==> src/rtl/dpbg_pkg.sv <==
// Package for the DCC packet bit generator: request kind codes, field widths
// and the packet and timing structs that pass between the modules. No dependencies.
package dpbg_pkg;

    localparam int unsigned MAX_BYTES = 7;   // up to six packet bytes plus the checksum

    localparam logic [3:0] REQ_IDLE       = 4'd0;
    localparam logic [3:0] REQ_RESET      = 4'd1;
    localparam logic [3:0] REQ_STOP       = 4'd2;
    localparam logic [3:0] REQ_SPEED28    = 4'd3;
    localparam logic [3:0] REQ_SPEED128   = 4'd4;
    localparam logic [3:0] REQ_FUNC_RAW   = 4'd5;
    localparam logic [3:0] REQ_FG1        = 4'd6;
    localparam logic [3:0] REQ_FG2        = 4'd7;
    localparam logic [3:0] REQ_OPS_CV_WR  = 4'd8;
    localparam logic [3:0] REQ_SVC_WRITE  = 4'd9;
    localparam logic [3:0] REQ_SVC_VERIFY = 4'd10;

    localparam logic [1:0] CFG_ONE_HP      = 2'd0;
    localparam logic [1:0] CFG_ZERO_HP     = 2'd1;
    localparam logic [1:0] CFG_PREAMBLE    = 2'd2;
    localparam logic [1:0] CFG_SVC_PREAMBLE = 2'd3;

    localparam logic [7:0] RST_ONE_HP       = 8'd58;
    localparam logic [7:0] RST_ZERO_HP      = 8'd100;
    localparam logic [4:0] RST_PREAMBLE     = 5'd12;
    localparam logic [4:0] RST_SVC_PREAMBLE = 5'd20;

    localparam logic [13:0] SHORT_ADDR_MAX = 14'd127;
    localparam logic [13:0] LONG_ADDR_MIN  = 14'd128;
    localparam logic [13:0] LONG_ADDR_MAX  = 14'd10239;
    localparam logic [7:0]  SPEED28_MAX    = 8'd28;
    localparam logic [7:0]  SPEED128_MAX   = 8'd127;

    typedef struct packed {
        logic [MAX_BYTES-1:0][7:0] bytes;      // byte 0 is sent first
        logic [2:0]                last_idx;   // index of the checksum byte
        logic                      lone_zero;  // extra zero after the preamble
        logic [4:0]                preamble;   // already clamped to at least one
    } dpbg_pkt_t;

    typedef struct packed {
        logic [7:0] one_hp;
        logic [7:0] zero_hp;
    } dpbg_timing_t;

endpackage

==> src/rtl/dpbg_encoder.sv <==
// Combinational packet builder: turns one request into its packet bytes,
// checksum and preamble length. Depends on dpbg_pkg.
module dpbg_encoder (
    input  logic [3:0]          req_type,
    input  logic [13:0]         address,
    input  logic                direction,
    input  logic [7:0]          speed,
    input  logic [7:0]          data_byte,
    input  logic [9:0]          cv_number,
    input  logic [1:0]          stop_kind,
    input  logic [4:0]          preamble_length,
    input  logic [4:0]          service_preamble_length,
    output logic                pkt_valid,
    output dpbg_pkg::dpbg_pkt_t pkt
);

    logic             uses_addr;
    logic [1:0]       n_addr;
    logic [1:0]       n_cmd;
    logic [1:0][7:0]  addr_b;
    logic [2:0][7:0]  cmd_b;
    logic [5:0][7:0]  body;
    logic [2:0]       nb;
    logic [7:0]       ck;
    logic [4:0]       s28;
    logic [6:0]       s128;
    logic [9:0]       cv_dec;
    logic [4:0]       pre;
    logic [7:0]       stop_pat;

    always_comb begin
        pkt_valid = (req_type <= dpbg_pkg::REQ_SVC_VERIFY);
        uses_addr = (req_type >= dpbg_pkg::REQ_SPEED28) && (req_type <= dpbg_pkg::REQ_OPS_CV_WR);

        addr_b = '0;
        n_addr = 2'd0;
        pkt.lone_zero = 1'b0;
        if (uses_addr) begin
            if (address >= 14'd1 && address <= dpbg_pkg::SHORT_ADDR_MAX) begin
                n_addr    = 2'd1;
                addr_b[0] = address[7:0];
            end else if (address >= dpbg_pkg::LONG_ADDR_MIN
                         && address <= dpbg_pkg::LONG_ADDR_MAX) begin
                n_addr    = 2'd2;
                addr_b[0] = {2'b11, address[13:8]};
                addr_b[1] = address[7:0];
            end else begin
                pkt.lone_zero = 1'b1;
            end
        end

        // 28-step speed: saturate, then nonzero steps move up by three.
        s28 = (speed > dpbg_pkg::SPEED28_MAX) ? 5'd28 : speed[4:0];
        if (s28 != 5'd0) begin
            s28 = s28 + 5'd3;
        end
        s128   = (speed > dpbg_pkg::SPEED128_MAX) ? 7'd127 : speed[6:0];
        cv_dec = cv_number - 10'd1;
        stop_pat = (stop_kind == 2'd0) ? 8'h10 : (stop_kind == 2'd1) ? 8'h01 : 8'h11;

        cmd_b = '0;
        n_cmd = 2'd0;
        pre   = preamble_length;
        case (req_type)
            dpbg_pkg::REQ_IDLE: begin
                n_cmd = 2'd2; cmd_b[0] = 8'hFF; cmd_b[1] = 8'h00;
            end
            dpbg_pkg::REQ_RESET: begin
                n_cmd = 2'd2;
            end
            dpbg_pkg::REQ_STOP: begin
                n_cmd = 2'd2; cmd_b[1] = 8'h60 | stop_pat;
            end
            dpbg_pkg::REQ_SPEED28: begin
                n_cmd = 2'd1; cmd_b[0] = {2'b01, direction, s28[0], s28[4:1]};
            end
            dpbg_pkg::REQ_SPEED128: begin
                n_cmd = 2'd2; cmd_b[0] = 8'h3F; cmd_b[1] = {direction, s128};
            end
            dpbg_pkg::REQ_FUNC_RAW: begin
                n_cmd = 2'd1; cmd_b[0] = data_byte;
            end
            dpbg_pkg::REQ_FG1: begin
                n_cmd = 2'd1; cmd_b[0] = {3'b100, data_byte[4:0]};
            end
            dpbg_pkg::REQ_FG2: begin
                n_cmd = 2'd1; cmd_b[0] = {3'b101, data_byte[4:0]};
            end
            dpbg_pkg::REQ_OPS_CV_WR: begin
                n_cmd = 2'd3;
                cmd_b[0] = {6'b111011, cv_dec[9:8]};
                cmd_b[1] = cv_dec[7:0];
                cmd_b[2] = data_byte;
            end
            dpbg_pkg::REQ_SVC_WRITE, dpbg_pkg::REQ_SVC_VERIFY: begin
                n_cmd = 2'd3;
                pre   = service_preamble_length;
                cmd_b[0] = {((req_type == dpbg_pkg::REQ_SVC_WRITE) ? 6'b011111 : 6'b011101),
                            cv_number[9:8]};
                cmd_b[1] = cv_number[7:0];
                cmd_b[2] = data_byte;
            end
            default: begin
                n_cmd = 2'd0;
            end
        endcase
        pkt.preamble = (pre == 5'd0) ? 5'd1 : pre;

        // Idle, reset and stop carry their fixed address byte as the first command byte.
        body = '0;
        unique case (n_addr)
            2'd1: begin
                body[0] = addr_b[0];
                body[3:1] = cmd_b;
            end
            2'd2: begin
                body[1:0] = addr_b;
                body[4:2] = cmd_b;
            end
            default: begin
                body[2:0] = cmd_b;
            end
        endcase
        nb = {1'b0, n_addr} + {1'b0, n_cmd};

        ck = '0;
        for (int i = 0; i < 6; i++) begin
            ck = ck ^ body[i];
        end

        pkt.bytes = {8'h00, body};
        for (int i = 0; i < dpbg_pkg::MAX_BYTES; i++) begin
            if (3'(i) == nb) begin
                pkt.bytes[i] = ck;
            end
        end
        pkt.last_idx = nb;
    end

endmodule

==> src/rtl/dpbg_serializer.sv <==
// Bit serializer: walks one held packet and emits preamble, start bits, data
// bits and the end bit into a registered output stage. Depends on dpbg_pkg.
module dpbg_serializer (
    input  logic                   aclk,
    input  logic                   aresetn,
    input  logic                   pkt_valid,
    input  dpbg_pkg::dpbg_pkt_t    pkt,
    output logic                   pkt_take,
    input  dpbg_pkg::dpbg_timing_t timing,
    output logic                   m_tvalid,
    input  logic                   m_tready,
    output logic [15:0]            m_tdata,
    output logic                   m_tlast
);

    localparam logic [2:0] ST_IDLE = 3'd0;
    localparam logic [2:0] ST_PRE  = 3'd1;
    localparam logic [2:0] ST_LONE = 3'd2;
    localparam logic [2:0] ST_BYTE = 3'd3;
    localparam logic [2:0] ST_END  = 3'd4;

    logic [2:0]          state_reg, state_next;
    logic [2:0]          byte_idx_reg, byte_idx_next;
    logic [3:0]          bit_idx_reg, bit_idx_next;
    dpbg_pkg::dpbg_pkt_t cur_reg, cur_next;
    logic                out_valid_reg, out_valid_next;
    logic                out_bit_reg, out_bit_next;
    logic [4:0]          out_rep_reg, out_rep_next;
    logic                out_last_reg, out_last_next;
    logic                advance;
    logic                emit;
    logic [7:0]          cur_byte;
    logic [2:0]          bit_sel;
    logic [7:0]          out_hp;

    assign advance  = !out_valid_reg || m_tready;
    assign cur_byte = cur_reg.bytes[byte_idx_reg];
    assign bit_sel  = 3'(4'd8 - bit_idx_reg);

    always_comb begin
        state_next     = state_reg;
        byte_idx_next  = byte_idx_reg;
        bit_idx_next   = bit_idx_reg;
        cur_next       = cur_reg;
        out_bit_next   = out_bit_reg;
        out_rep_next   = out_rep_reg;
        out_last_next  = out_last_reg;
        pkt_take       = 1'b0;
        emit           = 1'b0;

        unique case (state_reg)
            ST_IDLE: begin
                if (pkt_valid) begin
                    pkt_take   = 1'b1;
                    cur_next   = pkt;
                    state_next = ST_PRE;
                end
            end
            ST_PRE: begin
                if (advance) begin
                    emit          = 1'b1;
                    out_bit_next  = 1'b1;
                    out_rep_next  = cur_reg.preamble;
                    out_last_next = 1'b0;
                    byte_idx_next = '0;
                    bit_idx_next  = '0;
                    state_next    = cur_reg.lone_zero ? ST_LONE : ST_BYTE;
                end
            end
            ST_LONE: begin
                if (advance) begin
                    emit          = 1'b1;
                    out_bit_next  = 1'b0;
                    out_rep_next  = 5'd1;
                    out_last_next = 1'b0;
                    state_next    = ST_BYTE;
                end
            end
            ST_BYTE: begin
                if (advance) begin
                    // Bit position zero is the start bit ahead of each byte.
                    emit          = 1'b1;
                    out_bit_next  = (bit_idx_reg == 4'd0) ? 1'b0 : cur_byte[bit_sel];
                    out_rep_next  = 5'd1;
                    out_last_next = 1'b0;
                    if (bit_idx_reg == 4'd8) begin
                        bit_idx_next = '0;
                        if (byte_idx_reg == cur_reg.last_idx) begin
                            state_next = ST_END;
                        end else begin
                            byte_idx_next = byte_idx_reg + 3'd1;
                        end
                    end else begin
                        bit_idx_next = bit_idx_reg + 4'd1;
                    end
                end
            end
            ST_END: begin
                if (advance) begin
                    emit          = 1'b1;
                    out_bit_next  = 1'b1;
                    out_rep_next  = 5'd1;
                    out_last_next = 1'b1;
                    if (pkt_valid) begin
                        pkt_take   = 1'b1;
                        cur_next   = pkt;
                        state_next = ST_PRE;
                    end else begin
                        state_next = ST_IDLE;
                    end
                end
            end
            default: begin
                state_next = ST_IDLE;
            end
        endcase

        out_valid_next = out_valid_reg;
        if (advance) begin
            out_valid_next = emit;
        end
    end

    always_ff @(posedge aclk) begin
        if (!aresetn) begin
            state_reg     <= ST_IDLE;
            out_valid_reg <= 1'b0;
        end else begin
            state_reg     <= state_next;
            out_valid_reg <= out_valid_next;
        end
        byte_idx_reg <= byte_idx_next;
        bit_idx_reg  <= bit_idx_next;
        cur_reg      <= cur_next;
        out_bit_reg  <= out_bit_next;
        out_rep_reg  <= out_rep_next;
        out_last_reg <= out_last_next;
    end

    // Half-periods follow registers the user must change only while idle.
    always_comb begin
        out_hp = out_bit_reg ? timing.one_hp : timing.zero_hp;
        if (out_hp == 8'd0) begin
            out_hp = 8'd1;
        end
    end

    assign m_tvalid = out_valid_reg;
    assign m_tdata  = {2'b00, out_hp, out_rep_reg, out_bit_reg};
    assign m_tlast  = out_last_reg;

endmodule

==> src/rtl/dcc_packet_bit_generator_unit.sv <==
// Top level of the DCC packet bit generator: configuration registers, the
// one-packet holding register, encoder and serializer. Depends on dpbg_pkg.
//
// One request transaction produces the whole track bit sequence of a DCC packet,
// one result transaction per clock while m_tready stays high: a single preamble
// result with its repeat count, an extra zero for an operations packet with an
// omitted address, nine results (start bit and eight data bits) per packet byte
// including the checksum, and the end bit marked by m_tlast. That is 9*B+2 or
// 9*B+3 results for B bytes, so 21 to 56 results per packet. The encoded packet
// waits in a holding register, so the next request is taken while the previous
// packet is still being sent and the serializer moves straight from one end
// bit to the next preamble. Unknown request kinds are accepted and produce no
// results.
module dcc_packet_bit_generator_unit (
    input  logic        aclk,
    input  logic        aresetn,
    input  logic        s_tvalid,
    output logic        s_tready,
    // req_type[3:0], address[17:4], direction[18], speed[26:19], data_byte[34:27],
    // cv_number[44:35], stop_kind[46:45], zero[47]
    input  logic [47:0] s_tdata,
    output logic        m_tvalid,
    input  logic        m_tready,
    // bit_value[0], repeat_count[5:1], half_period[13:6], zero[15:14]
    output logic [15:0] m_tdata,
    output logic        m_tlast,
    input  logic        cfg_wr_en,
    input  logic [1:0]  cfg_index,
    input  logic [7:0]  cfg_wdata
);

    logic [7:0]             one_hp_reg;
    logic [7:0]             zero_hp_reg;
    logic [4:0]             preamble_reg;
    logic [4:0]             svc_preamble_reg;
    logic                   enc_valid;
    dpbg_pkg::dpbg_pkt_t    enc_pkt;
    logic                   hold_valid_reg, hold_valid_next;
    dpbg_pkg::dpbg_pkt_t    hold_pkt_reg;
    logic                   pkt_take;
    logic                   s_accept;
    dpbg_pkg::dpbg_timing_t timing;

    always_ff @(posedge aclk) begin
        if (!aresetn) begin
            one_hp_reg       <= dpbg_pkg::RST_ONE_HP;
            zero_hp_reg      <= dpbg_pkg::RST_ZERO_HP;
            preamble_reg     <= dpbg_pkg::RST_PREAMBLE;
            svc_preamble_reg <= dpbg_pkg::RST_SVC_PREAMBLE;
        end else if (cfg_wr_en) begin
            unique case (cfg_index)
                dpbg_pkg::CFG_ONE_HP:       one_hp_reg       <= cfg_wdata;
                dpbg_pkg::CFG_ZERO_HP:      zero_hp_reg      <= cfg_wdata;
                dpbg_pkg::CFG_PREAMBLE:     preamble_reg     <= cfg_wdata[4:0];
                dpbg_pkg::CFG_SVC_PREAMBLE: svc_preamble_reg <= cfg_wdata[4:0];
                default: ;
            endcase
        end
    end

    dpbg_encoder u_encoder (
        .req_type                (s_tdata[3:0]),
        .address                 (s_tdata[17:4]),
        .direction               (s_tdata[18]),
        .speed                   (s_tdata[26:19]),
        .data_byte               (s_tdata[34:27]),
        .cv_number               (s_tdata[44:35]),
        .stop_kind               (s_tdata[46:45]),
        .preamble_length         (preamble_reg),
        .service_preamble_length (svc_preamble_reg),
        .pkt_valid               (enc_valid),
        .pkt                     (enc_pkt)
    );

    assign s_tready = !hold_valid_reg;
    assign s_accept = s_tvalid && s_tready;

    always_comb begin
        hold_valid_next = hold_valid_reg;
        if (pkt_take) begin
            hold_valid_next = 1'b0;
        end
        if (s_accept) begin
            hold_valid_next = enc_valid;
        end
    end

    always_ff @(posedge aclk) begin
        if (!aresetn) begin
            hold_valid_reg <= 1'b0;
        end else begin
            hold_valid_reg <= hold_valid_next;
        end
        if (s_accept) begin
            hold_pkt_reg <= enc_pkt;
        end
    end

    assign timing.one_hp  = one_hp_reg;
    assign timing.zero_hp = zero_hp_reg;

    dpbg_serializer u_serializer (
        .aclk      (aclk),
        .aresetn   (aresetn),
        .pkt_valid (hold_valid_reg),
        .pkt       (hold_pkt_reg),
        .pkt_take  (pkt_take),
        .timing    (timing),
        .m_tvalid  (m_tvalid),
        .m_tready  (m_tready),
        .m_tdata   (m_tdata),
        .m_tlast   (m_tlast)
    );

endmodule

==> config.mk <==
export PLATFORM = sky130hd
export DESIGN_NAME = dcc_packet_bit_generator_unit
export DESIGN_NICKNAME = d
export VERILOG_FILES = /design/src/rtl/dpbg_pkg.sv /design/src/rtl/dpbg_encoder.sv /design/src/rtl/dpbg_serializer.sv /design/src/rtl/dcc_packet_bit_generator_unit.sv
export SDC_FILE = /design/constraint.sdc
export NUM_CORES = 1
export LEC_CHECK = 0
export ABC_AREA = 1
export BUFFER_PORTS_ARGS = -buffer_cell sky130_fd_sc_hd__buf_4
export CORE_MARGIN = 2
export CORE_UTILIZATION = 65
export DETAILED_ROUTE_END_ITERATION = 16
export PLACE_DENSITY = 0.87
export SETUP_SLACK_MARGIN = 0.15
export SYNTH_ARGS = -nofsm -noshare
export SYNTH_HDL_FRONTEND = slang
export SYNTH_SLANG_ARGS = --single-unit
==> constraint.sdc <==
create_clock -name aclk -period 16.3 [get_ports aclk]
set_input_delay 2.445 -clock aclk [delete_from_list [all_inputs] [get_ports aclk]]
set_output_delay 2.445 -clock aclk [all_outputs]
set_load 0.02 [all_outputs]
==> reports/results.ini <==
[worst_setup_path]
crit_path_end_kind = register
start_kind = primary input
crit_slowest_cell = fa_1
critPathArrivalTime_ns = 5.83
critical_path.max_fanout = 24
cp_slowest_stage_delay_ns = 0.62
critical_path.cell_chain = buf_4, inv_2, nor2_8, nand2_2, nand2_4, nand3_4, inv_2, ha_1, inv_1, fa_1, clkinv_1, nor3_2, inv_1, nand2_1, nand2_1
crit_required_ns = 16.47
criticalPathCategory = primary input to register

[timing]
setup_slack_ns = 10.64
slew_headroom_pct = 35.1
slew_violations = 0
hold_viol_final = 0
clock_skew_ns = 0.0128
rsz0062_at_grt = false
fmax_mhz = 177
fin_crit_sh_pct = 34.7
tns_ns = 0
period_minus_slack_ns = 5.66
worst_pin_slew_ns = 0.972
setup_viol = 0

[synthesis]
yosysWarnings = 0
synthDistinctLibCells = 47
synth_edf_count = 144
ys_seq_elements = 175
yosysTopAreaCellShare_pct = 45.0
synth-main-ff-cell = edfxtp_1
synth_common_cells = nand2_1 (350), inv_1 (156), edfxtp_1 (144)
synth.most_common_cell = nand2_1
yosysTopAreaCell = edfxtp_1
synth_top_cells_by_area = edfxtp_1 (45%), nand2_1 (14%), dfxtp_1 (6.5%)
synth_cells = 1199
seq_area_frac_synth_pct = 51.5
async_reset_ff_share_pct = 0
mappedNetlistArea_um2 = 9610
synth_area_per_cell_um2 = 8.02

[clock_network]
cts_tree = yes
insertion_delay_ns = 0.42
root_buffer = clkbuf_16
ctsResizeCount = 0
cts_setup_buffers = 0
cts_buffer_depth = 2
numCtsBuffers = 17
numClockSinks = 175
holdBufCountCts = 0
path_clk_slew_ns = 0.06
htree_levels = 4

[placed_design]
post_dp_cell_area_um2 = 10300
pre_cts_slack_ns = 10.31
dpl.cell_count = 1439
portBuffers = 78
gp_congestion = 0.975
dp_hpwl_mm = 16.7

[route]
vias = 8259
wl_mm = 23.1
wire_per_inst_um = 15.7
drtPass1Iterations = 5
drc_errors = 0
drt_iter0_drc = 885
drtAntennaViolNets = 0
vias_per_cell = 5.61

[global_routing]
grt_max_degree = 67
antenna_found_initial = 0
groute.usage.overall_pct = 29.5
grt_pass1_vias = 7696
grt_pass1_wl_mm = 37.2
overflow = 0

[cells_and_area]
final_area_um2 = 10900
finalNetCount = 1343
final_layout_size_suffix_gt1_share_pct = 12.8
antenna_cells_inserted = 0
finalNonFillerCells = 1471
area_delta_synth_final_pct = 13.3

[hold_path]
hold_path.class = register to register

[power]
peakVddDrop_v = 0.0000825
p_per_area_nw_per_um2 = 123
p_leak_nw = 4.83

[floorplan]
die_area_um2 = 15800
row_count = 44
ios = 82
initial_utilization_pct = 66.4
die_w_um = 126
core-area_um2 = 14500
die_h_um = 126

[outcome]
outcome = finished clean

[job]
cap_viol_max_count = 0

## metrics by stage
step	util [%]	hold WS, ns	power (mW)
2_1_floorplan	-	0.400	0.852
3_3_place_gp	71.4	0.400	0.950
3_5_place_dp	71.4	0.405	0.965
4_1_cts	75.2	0.416	1.33
5_1_grt	75.2	0.424	1.40
6_report	75.2	0.416	1.33
## where the power goes
group | internal, mW | switching, mW
sequential | 0.569 | 0.0384
clock | 0.197 | 0.169
combinational | 0.118 | 0.244
## worst paths after layout
path | from | end | slack, ns | cells after the start
worst max-delay path | s_tdata[3] | hold_pkt_reg[16] | 10.64 | 15
worst min register to register | hold_pkt_reg[54] | u_serializer.cur_reg[54] | 0.42 | 0
worst min-delay path | hold_pkt_reg[54] | u_serializer.cur_reg[54] | 0.42 | 0
worst max register to register | u_serializer.byte_idx_reg[0] | u_serializer.out_bit_reg | 12.97 | 9
## final cells by class
| type | count | area (um^2) |
|---|---|---|
| sequential | 175 | 4940 |
| multi-input combinational | 827 | 3900 |
| fill | 1038 | 3590 |
| timing repair buffer | 85 | 638 |
| inverter | 168 | 631 |
| clock buffer | 17 | 425 |
| tap | 184 | 230 |
| clock inverter | 15 | 114 |
## layer usage
layer | part of all wire, % | global-route usage, %
met2 | 49 | 49.6
met5 | 0 | 0
met1 | 42 | 38.7
met4 | 2.4 | 11.4
met3 | 6.8 | 4.79
## placed cells by master (no fill, tap or decap), types with 2 or more instances in the layout
| cell | n |
|---|---|
| clkbuf_16 | 17 |
| nand2_4 | 3 |
| nand3_1 | 115 |
| conb_1 | 2 |
| inv_2 | 10 |
| ha_1 | 5 |
| xor2_1 | 2 |
| nand3_4 | 2 |
| inv_6 | 4 |
| a22oi_1 | 3 |
| clkinv_1 | 2 |
| nand3_2 | 2 |
| o22ai_1 | 3 |
| clkinv_4 | 2 |
| buf_4 | 85 |
| o211ai_1 | 22 |
| nand4_1 | 11 |
| xnor2_1 | 7 |
| o21ai_0 | 80 |
| or2_2 | 4 |
| clkinv_2 | 3 |
| edfxtp_1 | 144 |
| a21oi_1 | 27 |
| nor3_1 | 7 |
| clkinvlp_4 | 4 |
| a31oi_1 | 5 |
| nand2_1 | 350 |
| nor2_2 | 3 |
| inv_1 | 156 |
| o221ai_1 | 5 |
| nand2_2 | 14 |
| nor3_2 | 5 |
| dfxtp_1 | 31 |
| nor2_1 | 133 |
## logic make-up after synthesis
group           share of synthesized area [%]
other cells                            0.0390
compound gates                           9.40
buf+inv                                  8.20
fa+ha+maj                               0.859
flops                                    51.5
simple gates                             29.1
mux                                     0.104
xor+xnor                                0.820
## critical path: cells and delay by family
kind,cells,cell delay [ns]
adders and majority gates,2,0.83
buffers and inverters,6,1.16
and+or+nand+nor,7,1.37
Note: power is estimated with default switching activity, not from simulation.
